### config.mk
export PLATFORM = sky130hd
export DESIGN_NAME = scfl_fifo
export DESIGN_NICKNAME = d
export VERILOG_FILES = /design/src/rtl/scfl_fifo.sv
export SDC_FILE = /design/constraint.sdc
export NUM_CORES = 1
export LEC_CHECK = 0
export BUFFER_PORTS_ARGS = -buffer_cell sky130_fd_sc_hd__buf_2
export CAP_MARGIN = 10
export CORE_AREA = 2 2 39 41
export CTS_BUF_LIST = sky130_fd_sc_hd__clkbuf_4 sky130_fd_sc_hd__clkbuf_8
export DETAILED_ROUTE_END_ITERATION = 6
export DIE_AREA = 0 0 41 43
export GPL_TIMING_DRIVEN = 0
export PLACE_DENSITY_LB_ADDON = 0.25
export SYNTH_ARGS = -nofsm -noshare
export SYNTH_HDL_FRONTEND = slang
export SYNTH_SLANG_ARGS = --single-unit
### constraint.sdc
create_clock -name clk -period 1.4 [get_ports clk]
set_clock_uncertainty 0.2 [all_clocks]
set_input_delay 0.35 -clock clk [delete_from_list [all_inputs] [get_ports clk]]
set_output_delay 0.35 -clock clk [all_outputs]
set_load 0.005 [all_outputs]
### src/rtl/scfl_fifo.sv
module scfl_fifo #(
	parameter type item_t = logic,
	parameter int  DEPTH  = 2
) (
	input  logic  clk,
	input  logic  arst_n,
	input  logic  push,
	input  item_t wdata,
	output logic  full,
	input  logic  pop,
	output item_t rdata,
	output logic  empty
);

	localparam int PTR_W = $clog2(DEPTH);
	localparam int CNT_W = $clog2(DEPTH + 1);

	item_t            mem_q [DEPTH];
	logic [PTR_W-1:0] wr_ptr_q;
	logic [PTR_W-1:0] rd_ptr_q;
	logic [CNT_W-1:0] count_q;
	logic             do_push;
	logic             do_pop;

	assign full    = (count_q == CNT_W'(DEPTH));
	assign empty   = (count_q == '0);
	assign do_push = push && !full;
	assign do_pop  = pop && !empty;
	assign rdata   = mem_q[rd_ptr_q];

	always_ff @(posedge clk) begin
		if (do_push) begin
			mem_q[wr_ptr_q] <= wdata;
		end
	end

	always_ff @(posedge clk or negedge arst_n) begin
		if (!arst_n) begin
			wr_ptr_q <= '0;
			rd_ptr_q <= '0;
			count_q  <= '0;
		end else begin
			if (do_push) begin
				wr_ptr_q <= (wr_ptr_q == PTR_W'(DEPTH - 1)) ? '0 : wr_ptr_q + 1'b1;
			end
			if (do_pop) begin
				rd_ptr_q <= (rd_ptr_q == PTR_W'(DEPTH - 1)) ? '0 : rd_ptr_q + 1'b1;
			end
			if (do_push && !do_pop) begin
				count_q <= count_q + 1'b1;
			end else if (do_pop && !do_push) begin
				count_q <= count_q - 1'b1;
			end
		end
	end

endmodule

==> implementation parameters <==
Parameter                              Value

Run status
  Failing checks    negative setup slack
  Run status    finished, violations left

Timing
  Hold Slack    0.0884 ns
  Fin crit share    115%
  Period minus WS final    1.61 ns
  Final Worst Setup Slack    -0.210 ns
  Number of slew-limit violations in the final report    0
  Final Hold Fails    0
  Slew Limit Headroom    85.6%
  Total negative setup slack    -0.520 ns
  Final setup violating endpoints    4
  Tightest Pin Transition    0.216 ns
  Highest Clock Rate    621 MHz
  RSZ-0062 raised after global routing    true

Yosys
  Prevailing post-synth register cell    sky130_fd_sc_hd__dfrtp_1
  Number of warning messages in the yosys log    0
  Count of flip-flops with a built-in enable after synthesis    2
  Net Count, Synth    28
  Most frequent cells after synthesis    sky130_fd_sc_hd__dfrtp_1 (4), sky130_fd_sc_hd__nor2_1 (3), sky130_fd_sc_hd__xnor2_1 (3)
  Top area cells in the synthesized netlist    sky130_fd_sc_hd__dfrtp_1 (37%), sky130_fd_sc_hd__edfxtp_1 (22%), sky130_fd_sc_hd__xnor2_1 (9.8%), sky130_fd_sc_hd__xor2_1 (6.5%), sky130_fd_sc_hd__ha_1 (4.7%)
  Leading cell type by number of instances after synthesis    sky130_fd_sc_hd__dfrtp_1
  Share of the synthesized area in the top cell type    37.4%
  Sequential-to-total area share from yosys stat    59.8%
  FFs w/ async S/R, synth    66.7%
  Register bit count reported by yosys    6
  Area of the mapped netlist    268 µm²
  Most area-hungry cell type in the Yosys netlist    sky130_fd_sc_hd__dfrtp_1
  Number of cells produced by synthesis    22
  Mean cell area of the mapped netlist    12.2 µm²
  Distinct cell type count of the synthesized netlist    12

Detailed routing
  Starting DRT DRC Count    0
  Post-route ant nets    0
  DRC    0
  Detailed-router iteration count before antenna repair    1
  Total wire length after detailed routing    540 µm
  Routed WL per cell    9.82 µm
  Vias    around 220
  Routed vias/inst    3.93

Power
  Pwr per Cell Area    about 2300 nW/µm²
  Maximum vdd ir drop    503 µV
  Static leakage    0.215 nW
  Power Total    1.04 mW

Placement
  Number of I/O port buffers    7
  Post-DP HPWL    approximately 380 µm
  Final estimated routing congestion in global placement    ~0.57

Clocking
  Total CTS buffers    3
  H-tree lvl count    1
  Root buf cell    sky130_fd_sc_hd__clkbuf_4
  Clock tree buffer depth    2
  TritonCTS clock tree    done
  Reg clk slew, reported paths    ~0.05 ns
  Clock latency reported for the late side of the worst-skew pair    about 0.25 ns
  Number of clock sinks    6

Global routing
  Number of global-route vias before repair    254
  First-pass GRT wire length    903 µm
  Initial antenna violation count    0
  Global-route usage over all layers    8.77%
  Residual overflow from global routing    0
  Largest net degree at the start of global routing    5

Worst setup path
  Worst Path Required    0.85 ns
  Setup slack, reg-to-reg    -0.14 ns
  Critical Path Fanout Max    2
  Worst reg2reg endpoint    count_q[1]
  Depth of the most critical reg-to-reg path    7
  CP endpoint kind    output port
  Worst setup path class    flip-flop to output port
  Delay of the slowest cell on the worst path    0.39 ns
  Critical Path Start Type    flip-flop
  CP Data Arrival Time    1.06 ns
  Worst-path cell with the longest stage delay    sky130_fd_sc_hd__dfrtp_1
  Chain of cells forming the critical path    mux2_4, buf_6
  Crit Reg-Reg Startpoint    count_q[0]

Hold path
  HP Class    primary input to flip-flop
  Worst Hold End    mem_q[1]
  Worst hold start    wdata
  Hold Path Stages    1

Finish
  Net count of the finished layout    46
  Number of antenna repair diodes    0
  Share of post-route cells with drive strength above 1    64.1%
  Synthesis-to-layout area growth    68.7%

Run
  Max-Cap Viols    0

Floorplan
  Die height    43 µm
  Total I/O pin count    8
  Starting Density    19.3%
  Area inside the core boundary    1380 µm²
  Rows    14
  Overall die width    41 µm
  Full die area    1760 µm²
==> logic make-up after synthesis <==
| logic type | synth area share, % |
|---|---|
| mux | 4.21 |
| buf+inv | 2.80 |
| fa+ha+maj | 4.67 |
| compound gates | 1.87 |
| simple gates | 10.3 |
| xor+xnor | 16.4 |
| flops | 59.8 |
==> how the worst max path moves through the flow <==
stage                     from         end  slack, ns  cells past startpoint
detailed placement  count_q[1]  count_q[1]      -0.20                      5
CTS                   rd_ptr_q       rdata      -0.23                      2
finish                rd_ptr_q       rdata      -0.21                      2
global placement    count_q[1]  count_q[1]      -0.15                      5
global route          rd_ptr_q       rdata      -0.26                      2
floorplan           count_q[0]  count_q[1]      -0.09                      7
==> power by group <==
group | internal, mW | leakage, nW | switching, mW | total (mW)
Combinational | 0.316 | 0.132 | 0.185 | 0.501
Clock | 0.128 | 0.0184 | 0.0718 | 0.200
Sequential | 0.267 | 0.0642 | 0.0746 | 0.341
Total | 0.710 | 0.215 | 0.331 | 1.04
==> metrics by stage <==
stage          cells  instance area [µm²]  setup slack [ns]  utilization [%]
3_3_place_gp      45                  340            -0.152             24.6
2_1_floorplan     22                  285           -0.0850                -
4_1_cts           54                  425            -0.225             30.7
6_report          55                  452            -0.210             32.6
5_1_grt           55                  452            -0.259             32.6
3_5_place_dp      45                  340            -0.198             24.6
==> state kept, by name, summed over array words and instances, names as in the netlist <==
register / count
count_q: 2
mem_q: 2
rd_ptr_q: 1
wr_ptr_q: 1
==> layer usage <==
layer / GRT usage (%) / up-vias / share of wire, %
met4: 16.0 / 0 / 9.8
met1: 6.19 / 101 / 31
li1: - / 103 / -
met5: 0 / - / 0
met3: 0 / 5 / 2.6
met2: 13.8 / 7 / 56
==> timing repair <==
item / CTS / global route
pin swaps: 5 / 0
setup buffers: 4 / 1
hold endpoints to repair: 4 / 0
hold buffers: 1 / 0
resized for setup: 4 / 4
endpoints found under the setup margin: 5 / 6
==> critical path, delay by kind of cell (launching register included) <==
kind,cells,cell delay (ns)
buf+inv,1,0.11
mux,1,0.31
flops,1,0.39
==> placed cells by master (no fill, tap or decap), drive strengths merged <==
cell type,count
nand2,1
nand2b,1
edfxtp,2
nor2,3
dlygate4sd3,1
xnor2,3
buf,12
dfrtp,4
ha,1
clkbuf,4
o21ai,1
mux2,1
xor2,2
and3,1
inv,2
==> final cells by class <==
type                    instances  area, µm²
fillers                       144        932
flip-flops and latches          6        161
multi-input cells              14        138
repair buffers                 13       95.1
clock buffers                   4       30.0
well taps                      16       20.0
inverters                       2       7.51
No activity file was read; power rests on OpenSTA's default activity.
