==> config.mk <==
export PLATFORM = sky130hd
export DESIGN_NAME = scfl_front
export DESIGN_NICKNAME = d
export VERILOG_FILES = /design/src/rtl/scfl_pkg.sv /design/src/rtl/scfl_front.sv
export SDC_FILE = /design/constraint.sdc
export NUM_CORES = 1
export LEC_CHECK = 0
export BUFFER_PORTS_ARGS = -buffer_cell sky130_fd_sc_hd__buf_2
export CAP_MARGIN = 20
export CORE_AREA = 3 3 116 118
export DETAILED_ROUTE_END_ITERATION = 10
export DIE_AREA = 0 0 119 121
export MAX_ROUTING_LAYER = met4
export SETUP_SLACK_MARGIN = 0.3
export SLEW_MARGIN = 20
export SYNTH_ARGS = -nofsm -noshare
export SYNTH_HDL_FRONTEND = slang
export SYNTH_SLANG_ARGS = --single-unit
==> constraint.sdc <==
create_clock -name vclk -period 11.27
set_input_delay 1.6905 -clock vclk [all_inputs]
set_output_delay 1.6905 -clock vclk [all_outputs]
set_load 0.02 [all_outputs]
==> src/rtl/scfl_pkg.sv <==
package scfl_pkg;

	// Command codes of an input item
	localparam logic [1:0] CMD_ALLOC   = 2'd0;
	localparam logic [1:0] CMD_RELEASE = 2'd1;
	localparam logic [1:0] CMD_RESIZE  = 2'd2;

	// Configuration register indexes (word address bit 2)
	localparam logic CFG_IDX_LIMIT = 1'b0;

	localparam logic [6:0] LIMIT_RESET = 7'd64;

	// Widest class index over the supported parameter range
	localparam int CLS_FIELD_W = 16;

	typedef enum logic [2:0] {
		ACT_CACHED_HIT    = 3'd0,
		ACT_FWD_ALLOC     = 3'd1,
		ACT_CACHED_FREE   = 3'd2,
		ACT_FWD_FREE      = 3'd3,
		ACT_KEEP          = 3'd4,
		ACT_FWD_REALLOC   = 3'd5,
		ACT_COPY          = 3'd6,
		ACT_IGNORED       = 3'd7
	} action_t;

	typedef enum logic [2:0] {
		OP_ALLOC       = 3'd0,
		OP_FREE        = 3'd1,
		OP_KEEP        = 3'd2,
		OP_FWD_REALLOC = 3'd3,
		OP_MOVE        = 3'd4,
		OP_IGNORE      = 3'd5
	} op_kind_t;

	typedef struct packed {
		logic [1:0]  command;
		logic [63:0] block_address;
		logic [31:0] size;
		logic [31:0] old_size;
	} req_t;

	typedef struct packed {
		action_t     action;
		logic [63:0] result_address;
		logic [31:0] result_size;
		logic        last;
	} res_t;

	// Classified operation handed from the front end to the back end
	typedef struct packed {
		op_kind_t                kind;
		logic [63:0]             addr;
		logic [31:0]             new_size;
		logic [31:0]             copy_len;
		logic                    new_hit;
		logic [CLS_FIELD_W-1:0]  new_cls;
		logic                    old_hit;
		logic [CLS_FIELD_W-1:0]  old_cls;
	} op_t;

endpackage

==> src/rtl/scfl_front.sv <==
module scfl_front import scfl_pkg::*; #(
	parameter int CLASS_STEP     = 16,
	parameter int MAX_SMALL_SIZE = 1024,
	parameter int ADDR_WIDTH     = 64
) (
	input  req_t request,
	input  logic push,
	output logic full,
	input  logic clearing,
	output logic op_push,
	output op_t  op_data,
	input  logic op_full
);

	localparam int NUM_CLASSES = (MAX_SMALL_SIZE + CLASS_STEP - 1) / CLASS_STEP;
	localparam int CLS_W = NUM_CLASSES > 1 ? $clog2(NUM_CLASSES) : 1;
	// (size - 1) / CLASS_STEP by an exact round-up reciprocal
	localparam int SZ_W  = MAX_SMALL_SIZE > 2 ? $clog2(MAX_SMALL_SIZE) : 1;
	localparam int SH    = SZ_W + $clog2(CLASS_STEP);
	localparam int M_W   = SZ_W + 2;
	localparam int P_W   = SZ_W + M_W;
	localparam logic [M_W-1:0] RECIP =
		M_W'(((64'd1 << SH) + 64'(CLASS_STEP) - 64'd1) / 64'(CLASS_STEP));
	localparam logic [63:0] ADDR_MASK = {64{1'b1}} >> (64 - ADDR_WIDTH);

	// Returns {hit, class}
	function automatic logic [CLS_W:0] class_of(input logic [31:0] sz);
		logic [SZ_W-1:0] v;
		logic [P_W-1:0]  prod;
		logic            hit;
		v    = SZ_W'(sz - 32'd1);
		prod = P_W'(v) * P_W'(RECIP);
		hit  = (sz != 32'd0) && (sz <= 32'(MAX_SMALL_SIZE));
		return {hit, CLS_W'(prod >> SH)};
	endfunction

	logic [31:0]    free_size;
	logic [CLS_W:0] new_c;
	logic [CLS_W:0] old_c;
	logic [63:0]    addr;
	logic           addr_null;

	assign full    = op_full || clearing;
	assign op_push = push && !full;

	assign addr      = request.block_address & ADDR_MASK;
	assign addr_null = (addr == 64'd0);
	assign free_size = (request.command == CMD_RELEASE) ? request.size : request.old_size;
	assign new_c     = class_of(request.size);
	assign old_c     = class_of(free_size);

	always_comb begin
		op_data          = '0;
		op_data.addr     = addr;
		op_data.new_size = request.size;
		op_data.copy_len = (request.old_size < request.size) ? request.old_size : request.size;
		op_data.new_hit  = new_c[CLS_W];
		op_data.new_cls  = CLS_FIELD_W'(new_c[CLS_W-1:0]);
		op_data.old_hit  = old_c[CLS_W];
		op_data.old_cls  = CLS_FIELD_W'(old_c[CLS_W-1:0]);
		op_data.kind     = OP_IGNORE;
		case (request.command)
			CMD_ALLOC: begin
				op_data.kind = OP_ALLOC;
			end
			CMD_RELEASE: begin
				op_data.kind = addr_null ? OP_IGNORE : OP_FREE;
			end
			CMD_RESIZE: begin
				if (addr_null) begin
					op_data.kind = OP_ALLOC;
				end else if (request.size == 32'd0) begin
					op_data.kind = OP_FREE;
				end else if (old_c[CLS_W] && new_c[CLS_W] && old_c == new_c) begin
					op_data.kind = OP_KEEP;
				end else if (!old_c[CLS_W] && !new_c[CLS_W]) begin
					op_data.kind = OP_FWD_REALLOC;
				end else begin
					op_data.kind = OP_MOVE;
				end
			end
			default: begin
				op_data.kind = OP_IGNORE;
			end
		endcase
	end

endmodule

==> out/results.tsv, run 1 <==
metric	value	unit
drt_drc_violations_left	0	
cp.arrival	4850	ps
ctsResizeCount	0	
ys_seq_area_frac	0	
syn_inst	407	
layout_min_cycle_time	6536	ps
cp_max_fo	6	
start_util	0.2372	
worst_pin_slew	684.1	ps
pwr_density_cell	52.89	nW/um2
yosys_warnings	0	
final_area	3815	um2
crit_required	9580	ps
core_region_area	12570	um2
whs_path_depth	2	
grt_pass1_wl	17.28	mm
holdBufCountCts	0	
row_count	41	
finalNonFillerCells	758	
peakVddDrop	0.02317	mV
grt_pass1_vias	3167	
wl	11.98	mm
maxCapViolCount	0	
finalCritPeriodShare	0.5799	
vias	3409	
dp.cells	755	
routedWlPerCell	15.80	um
hold_violations	0	
setup_viol	0	
synth_area	2982	um2
crit_slowest_cell	or4_4	
ys_types	50	
via_per_inst	4.497	
fillers	1424	
maxSlewHeadroom	0.5397	
grt_max_degree	33	
place_hpwl	10.99	mm
hold_start	request[105]	
synth_common_cells	116 x buf_4, 36 x inv_1, 33 x ha_1, 33 x mux2_2, 27 x nor4_1	
min_to	op_data[139]	
syn_to_final_growth	27.95	%
synth.top_cell.area_share	0.2921	
synth_area_per_cell	7.326	um2
startpoint_type	input pin	
fin_nets	752	
numPortBuffers	280	
grt_usage	0.1516	
whs	3613	ps
path_buf_inv	3	
synth.most_common_cell	buf_4	
path_delay_family	compound AO/OA/AOI/OAI gates	
netlist_top_cells_area	buf_4 29%, ha_1 14%, mux2_2 12%	
gp_congestion	0.7967	
report.final.slew_viol_count	0	
total_power	201.8	uW
nClkBuffers	0	
io-pin-count	300	
overflow	0	
placedInstanceArea	3782	um2
timing.fmax	0.1530	GHz
p_leak	2.109	nW
max_stage_delay	570	ps
cts_setup_buffers	0	
final.setup.tns	0	ps
crit_type	input pin to output port	
seq_cells	0	
antenna_found_initial	2	
rsz0062_at_grt	no	
register_area	0	um2
drive_gt1_frac	0.5565	
first_iter_violations	93	
post-synth-top-area-cell	buf_4	
crit_path_frequent_cell	buf_2	
crit_chain	buf_2 -> or4_4 -> or3_1 -> o31ai_1 -> nand2_1 -> xnor2_1 -> a32oi_1 -> ha_1 -> inv_1 -> o311ai_1 -> a221oi_2 -> o211ai_1 -> a41o_1 -> buf_2	
end_kind	output port	
min_path_type	input pin to output port	
dieArea	14400	um2
status	finished, final reports clean	
ant_nets	0	
die_x	119	um
first_pass_iters	4	
die_h	121	um
## worst max path at each step
stage	endpoint	slack, ps	cells past startpoint	startpoint
after floorplan	op_data[163]	5120	13	request[0]
after global placement	op_data[164]	4810	14	request[0]
after detailed placement	op_data[164]	4740	14	request[0]
after CTS	op_data[164]	4740	14	request[0]
after global routing	op_data[164]	4490	14	request[0]
final	op_data[164]	4730	14	request[0]
## report_power, final
group	internal, mW	leakage [nW]	switching [mW]
logic	0.0788	2.11	0.123
clock network	0.0000000237	0.0000127	0
registers	0	0	0
total	0.0788	2.11	0.123
## layout make-up
class / count / area [um2] / area share
inverters: 36 / 135.1 / 0.03542
well taps: 172 / 215.2 / 0.05641
multi-input cells: 267 / 2031 / 0.5323
repair buffers: 281 / 1429 / 0.3745
diodes: 2 / 5.005 / 0.001312
## metrics by stage
step	util	setup slack [ps]
detailed placement	0.3009	4744
floorplan	-	5118
global route	0.3035	4487
finish	0.3035	4734
CTS	0.3009	4741
global placement	0.3009	4812
## cells in the final DEF, fill, tap and decap left out, types with 2 or more instances in the layout
cell	synthesis	final
nor2b_1	2	2
a31oi_1	4	3
ha_1	33	33
buf_2	4	280
o211ai_1	4	4
nand2_1	18	18
or4_4	2	2
o31ai_1	2	2
xnor2_1	12	12
nor2_1	15	15
inv_1	36	36
a21o_1	9	9
o21a_1	2	2
conb_1	1	20
mux2_2	33	33
o21ai_0	10	10
nand2b_1	4	4
xor2_1	3	3
mux2i_1	2	2
or3_1	3	3
nor3_1	8	8
and2_1	2	2
nand3_1	6	6
diode_2	0	2
and4_1	3	3
nor4_1	27	27
a21oi_1	10	10
nand4_1	13	13
## layer usage
| metal | track usage | vias up | wire length (um) |
|---|---|---|---|
| li1 | - | 1683 | - |
| met2 | 0.2861 | 168 | 6287 |
| met1 | 0.1719 | 1548 | 4618 |
| met3 | 0.02751 | 10 | 908 |
| met4 | 0.01665 | 0 | 160 |
| met5 | - | - | 0 |
## cell families after synthesis
group	count (synthesis)	synth area share
buffers and inverters	159	0.3479
and+or+nand+nor	109	0.2086
AOI/OAI and AO/OA	55	0.1284
other	1	0.001258
adders and majority gates	33	0.1385
muxes	35	0.1313
xor gates and xnor gates	15	0.04406
No activity file was read; power rests on OpenSTA's default activity.
==> run 2, diff against run 1 <==
--- a/config.mk
+++ b/config.mk
@@ -5,6 +5,7 @@
 export SDC_FILE = /design/constraint.sdc
 export NUM_CORES = 1
 export LEC_CHECK = 0
+export ABC_AREA = 1
 export BUFFER_PORTS_ARGS = -buffer_cell sky130_fd_sc_hd__buf_2
 export CAP_MARGIN = 20
 export CORE_AREA = 3 3 116 118
==> constraint.sdc (replaced) <==
create_clock -name vclk -period 5.85
set_input_delay 0.8775 -clock vclk [all_inputs]
set_output_delay 0.8775 -clock vclk [all_outputs]
set_load 0.02 [all_outputs]
==> run 2 against run 1 <==
  * Cell count increased by 17%
  * Sequential share of layout area unchanged
  * Routed wire length increased by 3.3%
  * Worst hold slack got worse by 1600 ps
  * First-iteration DRC count increased by 37%
  * Synthesized cell count increased by 32%
  * Non-clock buffer count increased by 2
  * Critical path type unchanged
  * Critical path depth increased by 7
  * Power increased by 94%
  * Worst setup slack got worse by 3300 ps
==> out/results.tsv, run 2 <==
metric	value	unit	change
crit_path_frequent_cell	nand2_1		
ys_types	32		-36%
drt_drc_violations_left	0		unchanged
syn_inst	539		+32%
grt_pass1_vias	3499		+10%
hold_violations	0		unchanged
cp_max_fo	4		-2
grt_usage	0.1583		+0.006687
cp.arrival	3590	ps	-1260 ps
synth_area	3069	um2	+2.9%
wl	12.38	mm	+3.3%
netlist_top_cells_area	buf_4 28%, nand2_1 18%, ha_1 13%		
startpoint_type	input pin		
final_common_cell	buf_2		
via_per_inst	4.269		-5.1%
final_cell_mix	280 x buf_2, 147 x nand2_1, 65 x inv_1, 56 x nand3_1, 33 x ha_1		
final.setup.tns	0	ps	unchanged
first_iter_violations	127		+37%
register_area	0	um2	unchanged
finalNonFillerCells	888		+17%
vias	3791		+11%
nClkBuffers	0		unchanged
overflow	0		unchanged
io-pin-count	300		unchanged
holdBufCountCts	0		unchanged
max_stage_delay	410	ps	-160 ps
layout_min_cycle_time	4465	ps	
gp_congestion	0.8706		+9.3%
placedInstanceArea	3871	um2	+2.3%
synth_common_cells	147 x nand2_1, 116 x buf_4, 65 x inv_1		
whs_path_depth	2		unchanged
setup_viol	0		unchanged
ctsResizeCount	0		unchanged
pwr_density_cell	101.1	nW/um2	+91%
synth.most_common_cell	nand2_1		
ys_seq_area_frac	0		unchanged
p_leak	2.475	nW	+17%
ant_nets	0		unchanged
crit_required	4970	ps	-4610 ps
grt_max_degree	34		+3.0%
antenna_found_initial	1		-1
post-synth-top-area-cell	buf_4		
dieArea	14400	um2	unchanged
first_pass_iters	4		unchanged
syn_to_final_growth	26.21	%	
crit_chain	buf_2 -> nor2_1 -> nand2_1 -> nor2_1 -> nand2_1 -> nor2_1 -> inv_1 -> a211oi_1 -> inv_1 -> ha_1 -> inv_1 -> nand2_1 -> nor2_1 -> nand3_1 -> nor2_2 -> nand3_2 -> nand2_1 -> nand2_1 -> nand2_1 -> nand2_1 -> buf_2		
crit_slowest_cell	a211oi_1		
crit_type	input pin to output port		
status	finished, final reports clean		
synth_area_per_cell	5.694	um2	-22%
grt_pass1_wl	18.24	mm	+5.6%
start_util	0.2442		+0.006969
timing.fmax	0.2240	GHz	
row_count	41		unchanged
dp.cells	887		+17%
numPortBuffers	280		unchanged
end_kind	output port		
die_h	121	um	unchanged
routedWlPerCell	13.94	um	-12%
drive_gt1_frac	0.4252		-0.1313
rsz0062_at_grt	no		
finalCritPeriodShare	0.7633		
core_region_area	12570	um2	unchanged
peakVddDrop	0.04617	mV	+99%
final_area	3874	um2	+1.5%
maxCapViolCount	0		unchanged
fillers	1452		+2.0%
fin_nets	883		+17%
synth.top_cell.area_share	0.2837		-0.008335
yosys_warnings	0		unchanged
place_hpwl	11.22	mm	+2.1%
seq_cells	0		unchanged
cts_setup_buffers	0		unchanged
report.final.slew_viol_count	0		unchanged
die_x	119	um	unchanged
min_path_type	input pin to output port		
run 2: cell count changes after synthesis, moves of 5 or more:
| cell | change |
|---|---|
| nand2_1 | +129 |
| nand3_1 | +50 |
| mux2_2 | -33 |
| inv_1 | +29 |
| xnor2_1 | -12 |
| a21oi_1 | +10 |
| a21o_1 | -9 |
| nand4_1 | -6 |
| nor3_1 | -6 |
| clkbuf_1 | +5 |
run 2: final timing paths:
check / from / end
worst min-delay path: request[99] / op_data[133]
worst max-delay path: request[32] / op_data[162]
run 2: where the power goes:
| group | total, mW | switching [mW] | internal [mW] |
|---|---|---|---|
| logic | 0.392 | 0.260 | 0.132 |
| clock network | 0.0000000228 | 0 | 0.0000000228 |
| registers | 0 | 0 | 0 |
run 2: logic make-up after synthesis:
kind of cell | share of synthesized area
other | 0.001222
AO/OA/AOI/OAI | 0.07298
AND/OR/NAND/NOR | 0.4109
adder cells (fa/ha/maj) | 0.1345
buffers and inverters | 0.3804
run 2: final cells by class:
class              count  area (um2)  area share
diodes                 1       2.502   0.0006460
inverters             67       251.5     0.06492
multi-input cells    365        1981      0.5113
well taps            172       215.2     0.05556
repair buffers       283        1424      0.3676
run 2: per-layer routing:
layer / vias to the layer above / global-route usage / routed length (um)
met1: 1649 / 0.1904 / 5159
met5: - / - / 0
met2: 168 / 0.3041 / 6442
met3: 4 / 0.009790 / 707
li1: 1970 / - / -
met4: 0 / 0.007965 / 66
run 2: per-stage QoR:
| step | hold slack (ps) | total power, mW | setup WS [ps] | util |
|---|---|---|---|---|
| 3_3_place_gp | 1988 | 0.3956 | 1309 | 0.3080 |
| 3_5_place_dp | 1989 | 0.3957 | 1328 | 0.3080 |
| 2_1_floorplan | 1868 | 0.2842 | 1587 | - |
| 5_1_grt | 1996 | 0.4335 | 1014 | 0.3082 |
| 6_report | 1990 | 0.3918 | 1385 | 0.3082 |
| 4_1_cts | 1989 | 0.3968 | 1315 | 0.3080 |
run 2: critical path: cells and delay by family:
family	cells	cell delay [ps]
AO/OA/AOI/OAI	1	410
adder cells (fa/ha/maj)	1	280
buffers and inverters	5	490
AND/OR/NAND/NOR	14	1540
==> run 3, diff against run 2 <==
--- a/config.mk
+++ b/config.mk
@@ -8,9 +8,9 @@
 export ABC_AREA = 1
 export BUFFER_PORTS_ARGS = -buffer_cell sky130_fd_sc_hd__buf_2
 export CAP_MARGIN = 20
-export CORE_AREA = 3 3 116 118
+export CORE_AREA = 3 3 115 117
 export DETAILED_ROUTE_END_ITERATION = 10
-export DIE_AREA = 0 0 119 121
+export DIE_AREA = 0 0 118 120
 export MAX_ROUTING_LAYER = met4
 export SETUP_SLACK_MARGIN = 0.3
 export SLEW_MARGIN = 20
==> constraint.sdc (replaced) <==
create_clock -name vclk -period 4.6
set_input_delay 0.69 -clock vclk [all_inputs]
set_output_delay 0.69 -clock vclk [all_outputs]
set_load 0.02 [all_outputs]
==> run 3 against run 2 <==
  * Cell count unchanged
  * Non-clock buffer count unchanged
  * Worst hold slack got worse by 370 ps
  * Largest power group unchanged
  * Worst setup slack got worse by 700 ps
  * Critical path depth increased by 4
  * Global-route usage increased by 1.1 points
  * Flip-flop and latch count unchanged
  * Power increased by 29%
==> out/results.tsv, run 3 (same netlist as run 2, synthesis figures left out) <==
metric	value	unit	change
status	finished, final reports clean		
io-pin-count	300		unchanged
maxSlewHeadroom	0.5552		
row_count	41		unchanged
dp_slack	612.9	ps	-715.6 ps
setup_viol	0		unchanged
min_path_type	input pin to output port		
grt_pass1_wl	19.07	mm	+4.5%
numPortBuffers	280		unchanged
first_iter_violations	137		+7.9%
place_hpwl	11.85	mm	+5.6%
wl	13.01	mm	+5.1%
ant_nets	0		unchanged
register_area	0	um2	unchanged
drive_gt1_frac	0.4266		+0.001399
drt_drc_violations_left	0		unchanged
path_delay_family	simple AND/OR/NAND/NOR gates		
grt_max_degree	33		-2.9%
fin_nets	883		unchanged
hold_violations	0		unchanged
start_util	0.2462		+0.002010
die_x	118	um	-0.84%
first_pass_iters	5		+1
syn_to_final_growth	26.38	%	
p_leak	2.475	nW	about the same
crit_path_frequent_cell	nand2_1		
max_stage_delay	290	ps	-120 ps
startpoint_type	input pin		
gp_congestion	0.9153		+5.1%
grt_pass1_vias	3543		+1.3%
final.setup.tns	0	ps	unchanged
dieArea	14160	um2	-1.7%
end_kind	output port		
holdBufCountCts	0		unchanged
maxCapViolCount	0		unchanged
multi_input_area	1986	um2	+0.25%
core_region_area	12470	um2	-0.82%
antenna_found_initial	1		unchanged
setup_slack	685.9	ps	-698.9 ps
pwr_density_cell	130.7	nW/um2	+29%
peakVddDrop	0.06194	mV	+34%
vias	3872		+2.1%
die_h	120	um	-0.83%
worst_pin_slew	661.1	ps	
via_per_inst	4.360		+2.1%
layout_min_cycle_time	3914	ps	
crit_required	3910	ps	-1060 ps
seq_cells	0		unchanged
report.final.slew_viol_count	0		unchanged
crit_slowest_cell	ha_1		
fillers	1479		+1.9%
cp.arrival	3220	ps	-370 ps
final_common_cell	buf_2		
rsz0062_at_grt	no		
cts_setup_buffers	0		unchanged
finalCritPeriodShare	0.8509		
nClkBuffers	0		unchanged
timing.fmax	0.2555	GHz	
overflow	0		unchanged
final_cell_mix	280 x buf_2, 147 x nand2_1, 65 x inv_1, 56 x nand3_1, 33 x ha_1		
grt_usage	0.1690		+0.01071
cp_max_fo	14		+10
crit_type	input pin to output port		
path_buf_inv	6		+1
routedWlPerCell	14.65	um	+5.1%
whs	1617	ps	-373.6 ps
[run 3: cell count changes in the layout (fill, tap and decap cells not counted)]
cell | before | now
a211oi_2 | 0 | 1
a211oi_1 | 1 | 0
[run 3: where the power goes]
part	switching (mW)	internal (mW)
Clock	0	0.0000000290
Sequential	0	0
Combinational	0.339	0.168
[run 3: path summary, 6_finish.rpt]
kind | from | to | slack [ps] | cells after the start
max | request[129] | op_data[162] | 690 | 25
min | request[91] | op_data[125] | 1620 | 2
[run 3: cell type report]
cell class,count,share of cell area
repair buffers,283,0.3671
multi-input cells,365,0.5119
inverters,67,0.06484
diodes,1,0.0006452
well taps,172,0.05548
[run 3: timing repair]
| action | 4_1_cts | 5_1_grt |
|---|---|---|
| gates resized for setup | 0 | 1 |
| hold endpoints to repair | 0 | 0 |
| setup endpoints to repair | 0 | 2 |
[run 3: stage by stage]
step / instances / power (mW) / util / cell area, um2
global route: 888 / 0.5558 / 0.3112 / 3879
finish: 888 / 0.5070 / 0.3112 / 3879
global placement: 887 / 0.5108 / 0.3105 / 3871
floorplan: 558 / 0.3614 / - / 3141
detailed placement: 887 / 0.5106 / 0.3105 / 3871
CTS: 887 / 0.5120 / 0.3105 / 3871
[run 3: metal layers]
layer / share of wire / GRT usage / up-vias
met5: 0 / - / -
met4: 0 / 0.002930 / 0
met3: 0.081 / 0.03063 / 0
met2: 0.52 / 0.3191 / 186
met1: 0.40 / 0.1983 / 1710
li1: - / - / 1976
